--- config.mk ---
export PLATFORM = sky130hd
export DESIGN_NAME = button_double_tap_detector
export DESIGN_NICKNAME = d
export VERILOG_FILES = /design/src/bdt_pkg.sv /design/src/button_double_tap_detector.sv /design/src/bdt_in_stage.sv /design/src/bdt_update.sv
export SDC_FILE = /design/constraint.sdc
export NUM_CORES = 1
export LEC_CHECK = 0
export BUFFER_PORTS_ARGS = -buffer_cell sky130_fd_sc_hd__buf_2
export CAP_MARGIN = 20
export CORE_MARGIN = 5
export CORE_UTILIZATION = 45
export DETAILED_ROUTE_END_ITERATION = 10
export PLACE_DENSITY = 0.61
export SYNTH_ARGS = -nofsm -noshare
export SYNTH_HDL_FRONTEND = slang
export SYNTH_SLANG_ARGS = --single-unit
export TNS_END_PERCENT = 100
--- constraint.sdc ---
create_clock -name clk -period 5.54 [get_ports clk]
set_input_delay 1.108 -clock clk [delete_from_list [all_inputs] [get_ports clk]]
set_output_delay 1.108 -clock clk [all_outputs]
set_load 0.01 [all_outputs]
--- src/bdt_pkg.sv ---
`timescale 1ns / 1ps
// ----------------------------------------------------------------------------
// bdt_pkg - double-tap detector shared definitions
// Types, phase codes and the saturating timer step used by the detector.
// ----------------------------------------------------------------------------
package bdt_pkg;

    localparam int MASK_W  = 32;
    localparam int TIME_W  = 16;
    localparam int CNT_W   = 25;
    localparam int PHASE_W = 2;
    localparam int CFG_IDX_W = 2;

    // phase codes
    localparam logic [PHASE_W-1:0] PHASE_IDLE     = 2'd0;
    localparam logic [PHASE_W-1:0] PHASE_FIRST    = 2'd1;
    localparam logic [PHASE_W-1:0] PHASE_RELEASED = 2'd2;
    localparam logic [PHASE_W-1:0] PHASE_TAP      = 2'd3;

    // register indexes
    localparam logic [CFG_IDX_W-1:0] REG_WINDOW_TIME  = 2'd0;
    localparam logic [CFG_IDX_W-1:0] REG_HOLD_TIME    = 2'd1;
    localparam logic [CFG_IDX_W-1:0] REG_CLEAR_MARGIN = 2'd2;

    localparam logic [TIME_W-1:0] WINDOW_TIME_RST  = 16'd1024;
    localparam logic [TIME_W-1:0] HOLD_TIME_RST    = 16'd341;
    localparam logic [TIME_W-1:0] CLEAR_MARGIN_RST = 16'd8192;

    // timer floor, -2^24
    localparam logic signed [CNT_W:0]   CNT_FLOOR_WIDE = -26'sd16777216;
    localparam logic signed [CNT_W-1:0] CNT_FLOOR      = -25'sd16777216;

    typedef struct packed {
        logic [MASK_W-1:0] held_buttons;
        logic [MASK_W-1:0] pressed_buttons;
        logic [TIME_W-1:0] elapsed;
    } item_t;

    typedef struct packed {
        logic [TIME_W-1:0] window_time;
        logic [TIME_W-1:0] hold_time;
        logic [TIME_W-1:0] clear_margin;
    } cfg_t;

    typedef struct packed {
        logic [PHASE_W-1:0]      phase;
        logic signed [CNT_W-1:0] countdown;
        logic [MASK_W-1:0]       first_mask;
        logic [MASK_W-1:0]       report_mask;
        logic [MASK_W-1:0]       latch_mask;
    } state_t;

    // timer decrement, saturating at the floor
    function automatic logic signed [CNT_W-1:0] tick_down(
        input logic signed [CNT_W-1:0] t,
        input logic [TIME_W-1:0]       dt
    );
        logic signed [CNT_W:0] v;
        begin
            v = $signed({t[CNT_W-1], t}) - $signed({{(CNT_W+1-TIME_W){1'b0}}, dt});
            if (v < CNT_FLOOR_WIDE)
            begin
                tick_down = CNT_FLOOR;
            end
            else
            begin
                tick_down = v[CNT_W-1:0];
            end
        end
    endfunction

endpackage

--- src/button_double_tap_detector.sv ---
`timescale 1ns / 1ps
// ----------------------------------------------------------------------------
// button_double_tap_detector - double-tap detector for a button mask
// Per-frame phase machine: press, release, same mask again within the window.
// ----------------------------------------------------------------------------
//
//  channel | direction | handshake         | payload
//  --------+-----------+-------------------+------------------------------------
//  in      | input     | in_valid/in_stall | held_buttons, pressed_buttons, elapsed
//  out     | output    | out_valid/out_stall | tap_mask, latched_mask, phase
//  cfg     | input     | cfg_write         | cfg_index, cfg_data
//
//  One frame per clock sustained while out_stall stays low. A frame lands in the
//  input register on its transfer; once the result slot is free, the phase
//  machine update writes state and the result register together, so a result
//  passes the input register and then the result register before its transfer.
//  The state feedback is a single compare/subtract step, which sets the rate.
//  Reset clears the detector state and both valid flags and loads the register defaults.
//  A stalled result holds; the input register still takes one more frame, and
//  in_stall rises only when both stages are full.
//
module button_double_tap_detector (
    input  logic                                clk,
    input  logic                                rst_n,
    // input channel
    input  logic                                in_valid,
    output logic                                in_stall,
    input  logic [bdt_pkg::MASK_W-1:0]          held_buttons,
    input  logic [bdt_pkg::MASK_W-1:0]          pressed_buttons,
    input  logic [bdt_pkg::TIME_W-1:0]          elapsed,
    // output channel
    output logic                                out_valid,
    input  logic                                out_stall,
    output logic [bdt_pkg::MASK_W-1:0]          tap_mask,
    output logic [bdt_pkg::MASK_W-1:0]          latched_mask,
    output logic [bdt_pkg::PHASE_W-1:0]         phase,
    // configuration
    input  logic                                cfg_write,
    input  logic [bdt_pkg::CFG_IDX_W-1:0]       cfg_index,
    input  logic [bdt_pkg::TIME_W-1:0]          cfg_data
);

    bdt_pkg::item_t  in_item;
    bdt_pkg::item_t  item;
    logic            item_valid;
    logic            advance;

    bdt_pkg::cfg_t   cfg_reg;
    bdt_pkg::cfg_t   cfg_next;
    bdt_pkg::state_t state_reg;
    bdt_pkg::state_t state_next;

    logic            out_valid_reg;
    logic            out_valid_next;
    logic [bdt_pkg::MASK_W-1:0]  tap_mask_reg;
    logic [bdt_pkg::MASK_W-1:0]  latched_mask_reg;
    logic [bdt_pkg::PHASE_W-1:0] phase_out_reg;

    assign in_item.held_buttons    = held_buttons;
    assign in_item.pressed_buttons = pressed_buttons;
    assign in_item.elapsed         = elapsed;

    // the update stage moves when a frame waits and the result slot is free
    assign advance = item_valid && (!out_valid_reg || !out_stall);

    bdt_in_stage u_in_stage (
        .clk        (clk),
        .rst_n      (rst_n),
        .in_valid   (in_valid),
        .in_stall   (in_stall),
        .in_item    (in_item),
        .advance    (advance),
        .item_valid (item_valid),
        .item       (item)
    );

    bdt_update u_update (
        .item (item),
        .cfg  (cfg_reg),
        .cur  (state_reg),
        .nxt  (state_next)
    );

    // configuration registers; writes to unknown indexes are dropped
    always_comb
    begin
        cfg_next = cfg_reg;
        if (cfg_write)
        begin
            unique case (cfg_index)
                bdt_pkg::REG_WINDOW_TIME:  cfg_next.window_time  = cfg_data;
                bdt_pkg::REG_HOLD_TIME:    cfg_next.hold_time    = cfg_data;
                bdt_pkg::REG_CLEAR_MARGIN: cfg_next.clear_margin = cfg_data;
                default:                   cfg_next = cfg_reg;
            endcase
        end
    end

    always_ff @(posedge clk or negedge rst_n)
    begin
        if (!rst_n)
        begin
            cfg_reg.window_time  <= bdt_pkg::WINDOW_TIME_RST;
            cfg_reg.hold_time    <= bdt_pkg::HOLD_TIME_RST;
            cfg_reg.clear_margin <= bdt_pkg::CLEAR_MARGIN_RST;
        end
        else
        begin
            cfg_reg <= cfg_next;
        end
    end

    // detector state advances once per frame
    always_ff @(posedge clk or negedge rst_n)
    begin
        if (!rst_n)
        begin
            state_reg <= '0;
        end
        else if (advance)
        begin
            state_reg <= state_next;
        end
    end

    // result register
    always_comb
    begin
        if (advance)
        begin
            out_valid_next = 1'b1;
        end
        else if (out_valid_reg && !out_stall)
        begin
            out_valid_next = 1'b0;
        end
        else
        begin
            out_valid_next = out_valid_reg;
        end
    end

    always_ff @(posedge clk or negedge rst_n)
    begin
        if (!rst_n)
        begin
            out_valid_reg <= 1'b0;
        end
        else
        begin
            out_valid_reg <= out_valid_next;
        end
    end

    always_ff @(posedge clk)
    begin
        if (advance)
        begin
            tap_mask_reg     <= state_next.report_mask;
            latched_mask_reg <= state_next.latch_mask;
            phase_out_reg    <= state_next.phase;
        end
    end

    assign out_valid    = out_valid_reg;
    assign tap_mask     = tap_mask_reg;
    assign latched_mask = latched_mask_reg;
    assign phase        = phase_out_reg;

`ifndef ASSERT_OFF
    // state moves only together with a new result
    a_state_hold: assert property (@(posedge clk) disable iff (!rst_n)
        !advance |=> $stable(state_reg))
        else $error("detector state changed without a frame update");

    // a shown result always matches the live phase
    a_phase_match: assert property (@(posedge clk) disable iff (!rst_n)
        out_valid |-> (phase == state_reg.phase))
        else $error("result phase differs from detector phase");

    // timer never exceeds a 16-bit reload
    a_timer_max: assert property (@(posedge clk) disable iff (!rst_n)
        state_reg.countdown <= $signed(25'd65535))
        else $error("timer above its largest reload");

    // input stalls only with a frame already waiting
    a_stall_cause: assert property (@(posedge clk) disable iff (!rst_n)
        in_stall |-> (item_valid && out_valid_reg && out_stall))
        else $error("input stalled without a full pipeline");
`endif

endmodule

--- src/bdt_in_stage.sv ---
`timescale 1ns / 1ps
// ----------------------------------------------------------------------------
// bdt_in_stage - input register
// Captures one frame per transfer; holds it until the update stage takes it.
// ----------------------------------------------------------------------------
module bdt_in_stage (
    input  logic          clk,
    input  logic          rst_n,
    input  logic          in_valid,
    output logic          in_stall,
    input  bdt_pkg::item_t in_item,
    input  logic          advance,
    output logic          item_valid,
    output bdt_pkg::item_t item
);

    logic           valid_reg;
    logic           valid_next;
    bdt_pkg::item_t item_reg;
    logic           load;

    assign in_stall   = valid_reg && !advance;
    assign load       = !in_stall;
    assign valid_next = load ? in_valid : valid_reg;

    always_ff @(posedge clk or negedge rst_n)
    begin
        if (!rst_n)
        begin
            valid_reg <= 1'b0;
        end
        else
        begin
            valid_reg <= valid_next;
        end
    end

    always_ff @(posedge clk)
    begin
        if (load && in_valid)
        begin
            item_reg <= in_item;
        end
    end

    assign item_valid = valid_reg;
    assign item       = item_reg;

endmodule

--- src/bdt_update.sv ---
`timescale 1ns / 1ps
// ----------------------------------------------------------------------------
// bdt_update - next-state logic
// One frame's step of the four-phase double-tap machine.
// ----------------------------------------------------------------------------
module bdt_update (
    input  bdt_pkg::item_t  item,
    input  bdt_pkg::cfg_t   cfg,
    input  bdt_pkg::state_t cur,
    output bdt_pkg::state_t nxt
);

    logic [bdt_pkg::MASK_W-1:0]      act;
    logic signed [bdt_pkg::CNT_W-1:0] ticked;
    logic signed [bdt_pkg::TIME_W:0]  limit;
    logic signed [bdt_pkg::CNT_W-1:0] limit_ext;
    logic [bdt_pkg::PHASE_W-1:0]     ph;
    logic                            ticked_le0;

    assign act        = item.held_buttons & item.pressed_buttons;
    assign ticked     = bdt_pkg::tick_down(cur.countdown, item.elapsed);
    assign ticked_le0 = ticked[bdt_pkg::CNT_W-1] || (ticked == '0);
    assign limit      = $signed({1'b0, cfg.hold_time}) - $signed({1'b0, cfg.clear_margin});
    assign limit_ext  = $signed({{(bdt_pkg::CNT_W-bdt_pkg::TIME_W-1){limit[bdt_pkg::TIME_W]}},
                                 limit});

    always_comb
    begin
        nxt = cur;
        ph  = cur.phase;
        // latch release: pressed set dropped away
        if ((cur.latch_mask != '0) && (act == '0))
        begin
            nxt.latch_mask = '0;
            ph             = bdt_pkg::PHASE_IDLE;
        end
        nxt.phase = ph;
        unique case (ph)
            bdt_pkg::PHASE_IDLE:
            begin
                if (act != '0)
                begin
                    nxt.first_mask = act;
                    nxt.countdown  = $signed({{(bdt_pkg::CNT_W-bdt_pkg::TIME_W){1'b0}},
                                              cfg.window_time});
                    nxt.phase      = bdt_pkg::PHASE_FIRST;
                end
            end
            bdt_pkg::PHASE_FIRST:
            begin
                nxt.countdown = ticked;
                if (ticked_le0)
                begin
                    nxt.phase = bdt_pkg::PHASE_IDLE;
                end
                else if (act == '0)
                begin
                    nxt.phase = bdt_pkg::PHASE_RELEASED;
                end
            end
            bdt_pkg::PHASE_RELEASED:
            begin
                nxt.countdown = ticked;
                if (ticked_le0)
                begin
                    nxt.phase = bdt_pkg::PHASE_IDLE;
                end
                else if (cur.first_mask == act)
                begin
                    nxt.phase       = bdt_pkg::PHASE_TAP;
                    nxt.countdown   = $signed({{(bdt_pkg::CNT_W-bdt_pkg::TIME_W){1'b0}},
                                               cfg.hold_time});
                    nxt.latch_mask  = cur.first_mask;
                    nxt.report_mask = cur.first_mask;
                end
            end
            default:
            begin
                // report clear uses the timer before this frame's decrement
                if (cur.countdown < limit_ext)
                begin
                    nxt.report_mask = '0;
                end
                if (cur.first_mask != act)
                begin
                    nxt.phase = bdt_pkg::PHASE_IDLE;
                end
                else
                begin
                    nxt.countdown = ticked;
                    if (ticked == '0)
                    begin
                        nxt.latch_mask = cur.first_mask
                                       | (item.held_buttons & ~item.pressed_buttons);
                    end
                end
            end
        endcase
    end

endmodule

* Word level (Yosys, flattened, before mapping)
Index checks and enable logic that the tools add are counted.
** Storage, ports and cells
- Bits in registers :: 319
- Input port bits :: 103
- Logic and storage cells :: 76
** Operators by class
- Add/sub/neg operators :: 2
- Magnitude comparators :: 2
- Equal/unequal tests :: 8
- Muxes and demuxes :: 20
- Bitwise gates (word level) :: 4
- Reductions and logical operators :: 24
** Operators with widths (count)
- 32-bit 2-to-1 mux :: 4
- 64-bit 2-to-1 mux :: 2
- 64-bit case mux with 2 select lines :: 1
- 27-bit case mux with 3 select lines :: 1
- 25-bit 2-to-1 mux :: 3
- 32-bit bitwise AND :: 2
- 32-bit nonzero test :: 2
- 59-bit 2-to-1 mux :: 1
- 32-bit equality test :: 1
- 32-bit logical NOT :: 1
- 32-bit != test :: 1
- 32-bit NOT :: 1
- 32-bit bitwise OR :: 1
- 27-bit 2-to-1 mux :: 1
- 26-bit by 25-bit < comparator with 1-bit output, second input constant :: 1
- 25-bit by 17-bit subtractor with 26-bit output :: 1
- 25-bit logical NOT :: 1
- 25-bit by 17-bit < comparator with 1-bit output :: 1
- 16-bit by 16-bit subtractor with 17-bit output :: 1
- 2-bit 2-to-1 mux :: 5
- 2-bit AND reduction :: 3
- 3-bit AND reduction :: 2
- 1-bit logical AND :: 5
- 2-bit by 1-bit equality test with 1-bit output, second input constant :: 2
- 9 further kinds :: 16

* Logic depth before layout (Yosys ltp)
Gate-level depths: netlist of run 1.
- Word-level depth :: 7
- Gate-level depth with buffers :: 27
- Gate-level depth less buffers :: 26

* Modules after synthesis
A second synthesis of run 1 with hierarchy kept.
** Second synthesis, totals
- Cells, all modules :: 1476
- Area total of the unflattened synthesis :: 17043.8 sq um
** By module, submodules not included
- button_double_tap_detector :: instances 1, cells an instance 430, area each 8421.8 sq um, seq. area each 6294.8 sq um
- bdt_update :: instances 1, cells an instance 961, area each 6162.2 sq um, seq. area each 0.0 sq um
- bdt_in_stage :: instances 1, cells an instance 85, area each 2459.9 sq um, seq. area each 2427.3 sq um

* Worst setup path after synthesis of run 1
Ideal clock, no wire load.
- Path kind :: reg2reg
- Start :: register cfg_reg[16] in the netlist's numbering
- End :: register state_reg[33] in the netlist's numbering
- Setup time :: 0.121 ns
- Data arrival time :: 4.915 ns
- Required time :: 5.419 ns
- Path slack :: 0.504 ns
- Stages on the path, launching flop included :: 27
- Buffers on the path :: 1
- Cells stage by stage :: dfstp_2 -> inv_1 -> ha_1 -> inv_1 -> fa_1 -> a21o_1 -> a21oi_1 -> o21bai_1 -> a21oi_1 -> nor2b_1 -> o21a_1 -> o31ai_1 -> a211o_1 -> nor2_1 -> a211oi_1 -> o21ai_0 -> ha_1 -> a21oi_1 -> nor2b_1 -> o21ai_0 -> nand3_1 -> o221a_2 -> a21oi_1 -> o21ai_2 -> nand2b_1 -> buf_4 -> a22o_1
** On the way
- Longest elaborated chain between the ends :: 4
** RTL lines
- from (decl) :: RTL line button_double_tap_detector.sv:48 : bdt_pkg::cfg_t cfg_reg;
- from (signal assigned) :: RTL line button_double_tap_detector.sv:109 : cfg_reg <= cfg_next;
- 16-bit by 16-bit subtractor with 17-bit output :: RTL line bdt_update.sv:23 : assign limit = $signed({1'b0, cfg.hold_time}) - $signed({1'b0, cfg.clear_margin});
- 25-bit by 17-bit < comparator with 1-bit output :: RTL line bdt_update.sv:80 : if (cur.countdown < limit_ext)
- 32-bit 2-to-1 mux :: RTL line bdt_update.sv:80
- 64-bit case mux with 2 select lines :: RTL line bdt_update.sv:38 : unique case (ph)
- to (signal assigned) :: RTL line button_double_tap_detector.sv:122 : state_reg <= state_next;
- to (decl) :: RTL line button_double_tap_detector.sv:50 : bdt_pkg::state_t state_reg;
Every way passes these cells.
A chain may end at the register's enable or synchronous reset.

* Worst setup path after layout of run 1
- Start :: register cfg_reg[16] in the netlist's numbering
- End :: register state_reg[62] in the netlist's numbering
The elaborated chain is that of the path after synthesis.

==> results by group, run 1 <==
CTS
  • Clock tree from TritonCTS: done
  • Clock root cell: clkbuf_16
  • TritonCTS sink count: 319
  • CTS buffer count: 36
  • Clk pin slew, worst setup/hold paths: around 60 ps
  • Clock Latency Late Sink: about 550 ps
  • CTS max path bufs: 3
  • H-tree levels: 2
  • # hold bufs at CTS: 0

Setup path
  • Critical Path AT: 5540 ps
  • Crit-path slowest cell: fa_1
  • Max incr delay on CP: 400 ps
  • CP Capture Type: register
  • Most used cell along the critical path: a21oi_1
  • Startpoint types: register
  • WS Path Type: reg -> reg
  • CP max FO: 32
  • WP data required: about 6000 ps

STA
  • Crit path time final: 5130 ps
  • Worst hold slack: between 400 and 500 ps
  • Setup TNS: 0 ps
  • Period utilization: 0.926
  • Final-report max-slew violation count: 0
  • Final setup viols: 0
  • RSZ-0062 raised after global routing: false
  • Hold Fails Final Rpt: 0
  • Slew headroom: 0.288
  • Max Fclk: approximately 190 MHz
  • Worst slew pin tran: 1040 ps
  • Setup Skew: ~25 ps

Logic synthesis
  • Post-synthesis cell type count: 90
  • Yosys warning count: 0
  • Post-Syn Nets: roughly 1,700
  • Synth Flop Type: dfrtp_1
  • Synthesized area: between 0.015 and 0.02 mm²
  • Post-synth EDFFs: between 100 and 150
  • Sequential area share after synthesis: 0.524
  • FFs w/ async S/R, synth: 0.542
  • Mean area per synthesized cell: 11.0 µm²
  • Post-Syn Instances: around 1,500
  • Synthesized flop and latch total: 319

Global routing
  • Pin count of the biggest net entering global routing: 82
  • Gr ovfl total: 0
  • Initial antenna violation count: 0
  • Vias in the first global route: roughly 12,000
  • Gr usage total: 0.224
  • First-pass GRT wire length: 72,400 µm

Drt
  • DRT iter0 DRCs: a little under 1,000
  • Residual DRC: 0
  • Routed vias/inst: just under 6
  • Routed len/inst: 21.9 µm
  • Post-route antenna net violation count: 0
  • Final Routed Wirelength: 46,900 µm
  • DR vias: 12,600
  • Drt first pass iters: 5

Power
  • Clock Power Share: 0.275
  • Leak: roughly 8.3 nW
  • Total net switching power: about 3.1 mW
  • Worst vdd ir: approximately 0.00027 V
  • Reg power frac: 0.398
  • Comb pwr share: 0.327
  • Power consumption: just over 8 mW
  • Power density cells: 437 mW/mm²
  • Sw frac: 0.368
  • P_int: ~5.2 mW

Job
  • Max cap viols: 0

Layout
  • Share of cells above drive strength 1: 0.205
  • Area Growth Syn to Fin: 14.1%
  • Max reg flops: ~120
  • Diodes inserted: 0
  • Number of nets in the layout: 1,810
  • Fin area: 0.0190 mm²
  • Non-Filler Instances: 2,145

Floorplanning
  • Core ar.: approximately 0.037 mm²
  • Rows: 70
  • Die Wd: 202 µm
  • IO Pins: ~170
  • Initial Utilization: 0.455
  • Die footprint: 0.0409 mm²
  • DIE HEIGHT: between 200 and 250 µm

Placement
  • Post-Place Cells: 2,076
  • Final RePlAce weighted congestion: approximately 0.87
  • Final HPWL DP: around 33,000 µm
  • Port buffer count: 170
  • Dpl cell area: approximately 0.018 mm²

Hold path
  • Worst min-delay path class: reg -> reg

Status
  • Outcome: completed
[critical path, delay by kind of cell, from the launching register on]
family	cells	cell delay (ps)
AO/OA/AOI/OAI	15	2640
buffers and inverters	4	520
adder cells (fa/ha/maj)	3	870
flip-flops	1	380
AND/OR/NAND/NOR	6	580
[cell usage after synthesis, drive strengths merged (4+ instances only)]
cell type	count	area (µm²)
a211oi	11	87.6
a21o	80	601
a21oi	59	299
a221oi	8	70.1
a22o	96	841
a22oi	34	255
a31o	4	35.0
a31oi	7	65.1
and2	6	40.0
and3	6	42.5
buf	41	234
clkbuf	59	221
dfrtp	166	4150
dfstp	7	184
edfxtp	146	4380
ha	56	701
inv	122	458
mux2	49	552
nand2	122	458
nand2b	8	50.1
nand3	24	120
nand3b	5	37.5
nand4	20	125
nor2	47	179
nor2b	13	81.3
nor3	19	116
nor4	25	178
nor4b	6	65.1
o211ai	13	103
o21a	12	90.1
o21ai	109	553
o221ai	5	43.8
o22ai	7	50.1
o31a	4	35.0
o31ai	5	37.5
or3	8	55.1
xnor2	43	377
xor2	13	114
[placed cells by master, fill, tap and decap left out, drive strengths merged, types with 8 or more instances in the layout]
master and count:
clkbuf 54, nand2b 8, a21oi 59, nand2 122, ha 56, nor2 47
a22o 96, o21a 12, a21o 80, a211oi 11, nor4 25, nand4 20
xor2 13, o211ai 13, buf 195, xnor2 43, nor2b 13, or3 8
inv 125, a221oi 8, mux2 49, o21ai 109, nor3 19, edfxtp 146
nand3 24, a22oi 34, dfrtp 166
[final timing paths]
kind | from | end | slack, ps | depth (start not counted)
min in group asynchronous | rst_n | state_reg[24] | 630 | 1
hold / removal | u_in_stage.item_valid | out_valid | 490 | 1
setup / recovery | cfg_reg[16] | state_reg[62] | 410 | 28
hold reg to reg | u_in_stage.item_valid | out_valid | 490 | 1
max in group asynchronous | rst_n | cfg_reg[13] | 3880 | 2
setup reg to reg | cfg_reg[16] | state_reg[62] | 410 | 28
[kinds of logic (layout without fill, tap and decap cells)]
kind of cell | Yosys count | count (layout) | synth area share
muxes | 49 | 49 | 0.0332
adders and majority gates | 58 | 58 | 0.0445
DFF | 319 | 319 | 0.524
buffers and inverters | 222 | 383 | 0.0549
AOI/OAI and AO/OA | 486 | 486 | 0.211
and+or+nand+nor | 326 | 326 | 0.102
xor gates and xnor gates | 56 | 56 | 0.0295
[through the flow]
stage | util | worst slack [ps]
finish | 0.520 | 411
global route | 0.520 | 37.7
CTS | 0.518 | 66.9
detailed placement | 0.488 | -109
global placement | 0.488 | 11.1
floorplan | - | 504
[area by class of cell]
class                      instances  area (µm²)
clock inverter                    12         116
timing repair buffer             195        1070
fill                            3256       17500
clock buffer                      54         988
sequential                       319        8720
tap                              468         586
multi-input combinational        975        7040
inverter                         122         458
[timing repair]
item	CTS	global route
setup buffers	0	2
gates resized for setup	1	4
hold endpoints to repair	0	0
endpoints found under the setup margin	49	64
pin swaps	0	1
[metal layers]
metal / up-vias / GRT usage / routed length [µm] / share of wire
met5: - / 0 / 0 / 0
met4: 0 / 0.0708 / 1320 / 0.028
met3: 79 / 0.0347 / 2740 / 0.058
met2: 406 / 0.359 / 22000 / 0.47
met1: 6258 / 0.315 / 20800 / 0.44
li1: 5882 / - / - / -
[power groups by stage]
stage	sequential (mW)	combinational (mW)	clock, mW
floorplan	3.00	2.23	0
global placement	3.33	2.61	0
detailed placement	3.34	2.66	0
CTS	3.29	2.68	2.32
global route	3.34	3.03	2.43
finish	3.30	2.71	2.28
(Power assumes the default switching activity.)
==> run 2, diff against run 1 <==
PLACE_DENSITY = default   (was 0.61)
==> results by group, run 2 (synthesis results as in run 1) <==
STA
  • RSZ-0062 raised after global routing: false
  • Final setup viols: 0 (unchanged)
  • Setup Skew: 20.4 ps (-4.65 ps)
  • Hold Fails Final Rpt: 0 (unchanged)
  • Max Fclk: 193 MHz (-0.76%)
  • Crit path time final: 5170 ps (+39.4 ps)
  • Worst setup margin: 371 ps (-39.4 ps)
  • Period utilization: 0.933 (+0.00711)
  • Setup TNS: 0 ps (unchanged)
  • Worst slew pin tran: 1050 ps (+4.53 ps)
  • Worst hold slack: 506 ps (+18.6 ps)
  • Final-report max-slew violation count: 0 (unchanged)
  • Slew headroom: 0.303 (+0.0149)

Floorplanning
  • Die Wd: 202 µm (unchanged)
  • Initial Utilization: 0.455 (unchanged)
  • DIE HEIGHT: 202 µm (unchanged)
  • Rows: 70 (unchanged)
  • IO Pins: 171 (unchanged)
  • Core ar.: 0.0365 mm² (unchanged)
  • Die footprint: 0.0409 mm² (unchanged)

Global routing
  • Gr ovfl total: 0 (unchanged)
  • Initial antenna violation count: 0 (unchanged)
  • Vias in the first global route: 12,700 (+2.4%)
  • First-pass GRT wire length: 72,900 µm (+0.70%)
  • Gr usage total: 0.224 (+0.000304)
  • Pin count of the biggest net entering global routing: 174 (+110%)

Setup path
  • Max incr delay on CP: 410 ps (about the same)
  • Crit-path slowest cell: fa_1
  • Worst r2r path cells: 27 (-3.6%)
  • Setup crit start: cfg_reg[16]
  • Most used cell along the critical path: a21oi_1
  • WS Path Type: reg -> reg
  • Critical Path AT: 5600 ps (+60 ps)
  • Startpoint types: register
  • Levels on crit path: 27 (-3.6%)
  • FF-to-FF setup slack: 370 ps (-40 ps)
  • WP buf/inv: 3 (-1)
  • WP data required: 5970 ps (about the same)
  • Worst r2r dst: state_reg[47]
  • Worst R2R Start: cfg_reg[16]
  • CP Capture Type: register
  • Critical Path End: state_reg[47]
  • Top Family by Delay on Critical Path: compound AO/OA/AOI/OAI gates
  • CP max FO: 22 (-31%)

Power
  • Reg power frac: 0.388 (-0.010)
  • Power consumption: 8.55 mW (+3.0%)
  • Sw frac: 0.361 (-0.00733)
  • Leak: 8.42 nW (+1.1%)
  • Power density cells: 446 mW/mm² (+2.1%)
  • Worst vdd ir: 0.000279 V (+4.4%)
  • Comb pwr share: 0.316 (-0.011)
  • P_int: 5.46 mW (+4.2%)
  • Total net switching power: 3.09 mW (+0.99%)
  • Clock Power Share: 0.297 (+0.022)

Layout
  • Area Growth Syn to Fin: 15.2%
  • Number of nets in the layout: 1,806 (-0.22%)
  • # fillers: 3,197 (-1.8%)
  • Max reg flops: 123 (unchanged)
  • Non-Filler Instances: 2,143 (-0.093%)
  • Most common cell after layout, fill and taps aside: buf_2
  • Share of cells above drive strength 1: 0.212 (+0.00741)
  • Fin area: 0.0192 mm² (+0.94%)
  • Post-layout util: 0.525 (+0.00486)
  • Diodes inserted: 0 (unchanged)
  • Most frequent cells in the layout: buf_2, dfrtp_1, edfxtp_1

CTS
  • Clock root cell: clkbuf_16
  • Post-CTS Setup Bufs: 0 (unchanged)
  • Clock Latency Late Sink: 550 ps (about the same)
  • Clock tree from TritonCTS: done
  • CTS max path bufs: 3 (unchanged)
  • TritonCTS sink count: 319 (unchanged)
  • H-tree levels: 2 (unchanged)
  • CTS buffer count: 38 (+5.6%)
  • Clk pin slew, worst setup/hold paths: 50 ps (about the same)

Drt
  • Routed vias/inst: 5.87 (-0.26%)
  • Final Routed Wirelength: 46,700 µm (-0.33%)
  • Routed len/inst: 21.8 µm (-0.23%)
  • Residual DRC: 0 (unchanged)
  • Post-route antenna net violation count: 0 (unchanged)
  • Drt first pass iters: 5 (unchanged)
  • DR vias: 12,600 (-0.35%)
  • DRT iter0 DRCs: 805 (-17%)

Placement
  • Port buffer count: 170 (unchanged)
  • Final RePlAce weighted congestion: 0.849 (-2.7%)
  • Dpl cell area: 0.0178 mm² (+0.13%)
  • Post-Place Cells: 2,073 (-0.14%)
  • Dpl ws: -180 ps (-71.4 ps)
  • Final HPWL DP: 33,000 µm (-1.4%)

Status
  • Outcome: completed

Hold path
  • Hold path depth: 1 (unchanged)
  • Worst min-delay path class: reg -> reg

Job
  • Max cap viols: 0 (unchanged)
[run 2: power groups by stage]
stage	Clock (mW)	Sequential [mW]	Combinational (mW)
floorplan	0	3.00	2.23
global placement	0	3.35	2.61
detailed placement	0	3.35	2.66
CTS	2.60	3.31	2.69
global route	2.70	3.35	3.02
finish	2.54	3.31	2.70
[run 2: layer usage]
metal | global-route usage | part of all wire | vias to the layer above
li1 | - | - | 5865
met1 | 0.300 | 0.43 | 6208
met2 | 0.367 | 0.48 | 410
met3 | 0.0457 | 0.060 | 98
met4 | 0.0742 | 0.030 | 0
met5 | 0 | 0 | -
[run 2: worst min path at each step]
stage | from | to | slack [ps]
after global placement | u_in_stage.item_valid | out_valid | 480
after global routing | cfg_reg[3] | cfg_reg[3] | 510
final | state_reg[50] | state_reg[50] | 510
after floorplan | u_in_stage.item_valid | out_valid | 460
after detailed placement | state_reg[55] | state_reg[55] | 490
after CTS | cfg_reg[1] | cfg_reg[1] | 510
[run 2: area by class of cell]
class | instances | area (µm²) | area share
clock buffer | 50 | 1130 | 0.0590
tap | 468 | 586 | 0.0306
sequential | 319 | 8720 | 0.455
timing repair buffer | 189 | 1060 | 0.0554
multi-input combinational | 975 | 7040 | 0.367
inverter | 122 | 459 | 0.0240
clock inverter | 20 | 160 | 0.00836
[run 2: timing repair]
action                     CTS  global route
setup endpoints to repair   64            64
pin swaps                    0             1
hold buffers                 0             0
cloned                       0             0
gates resized for setup      1             5
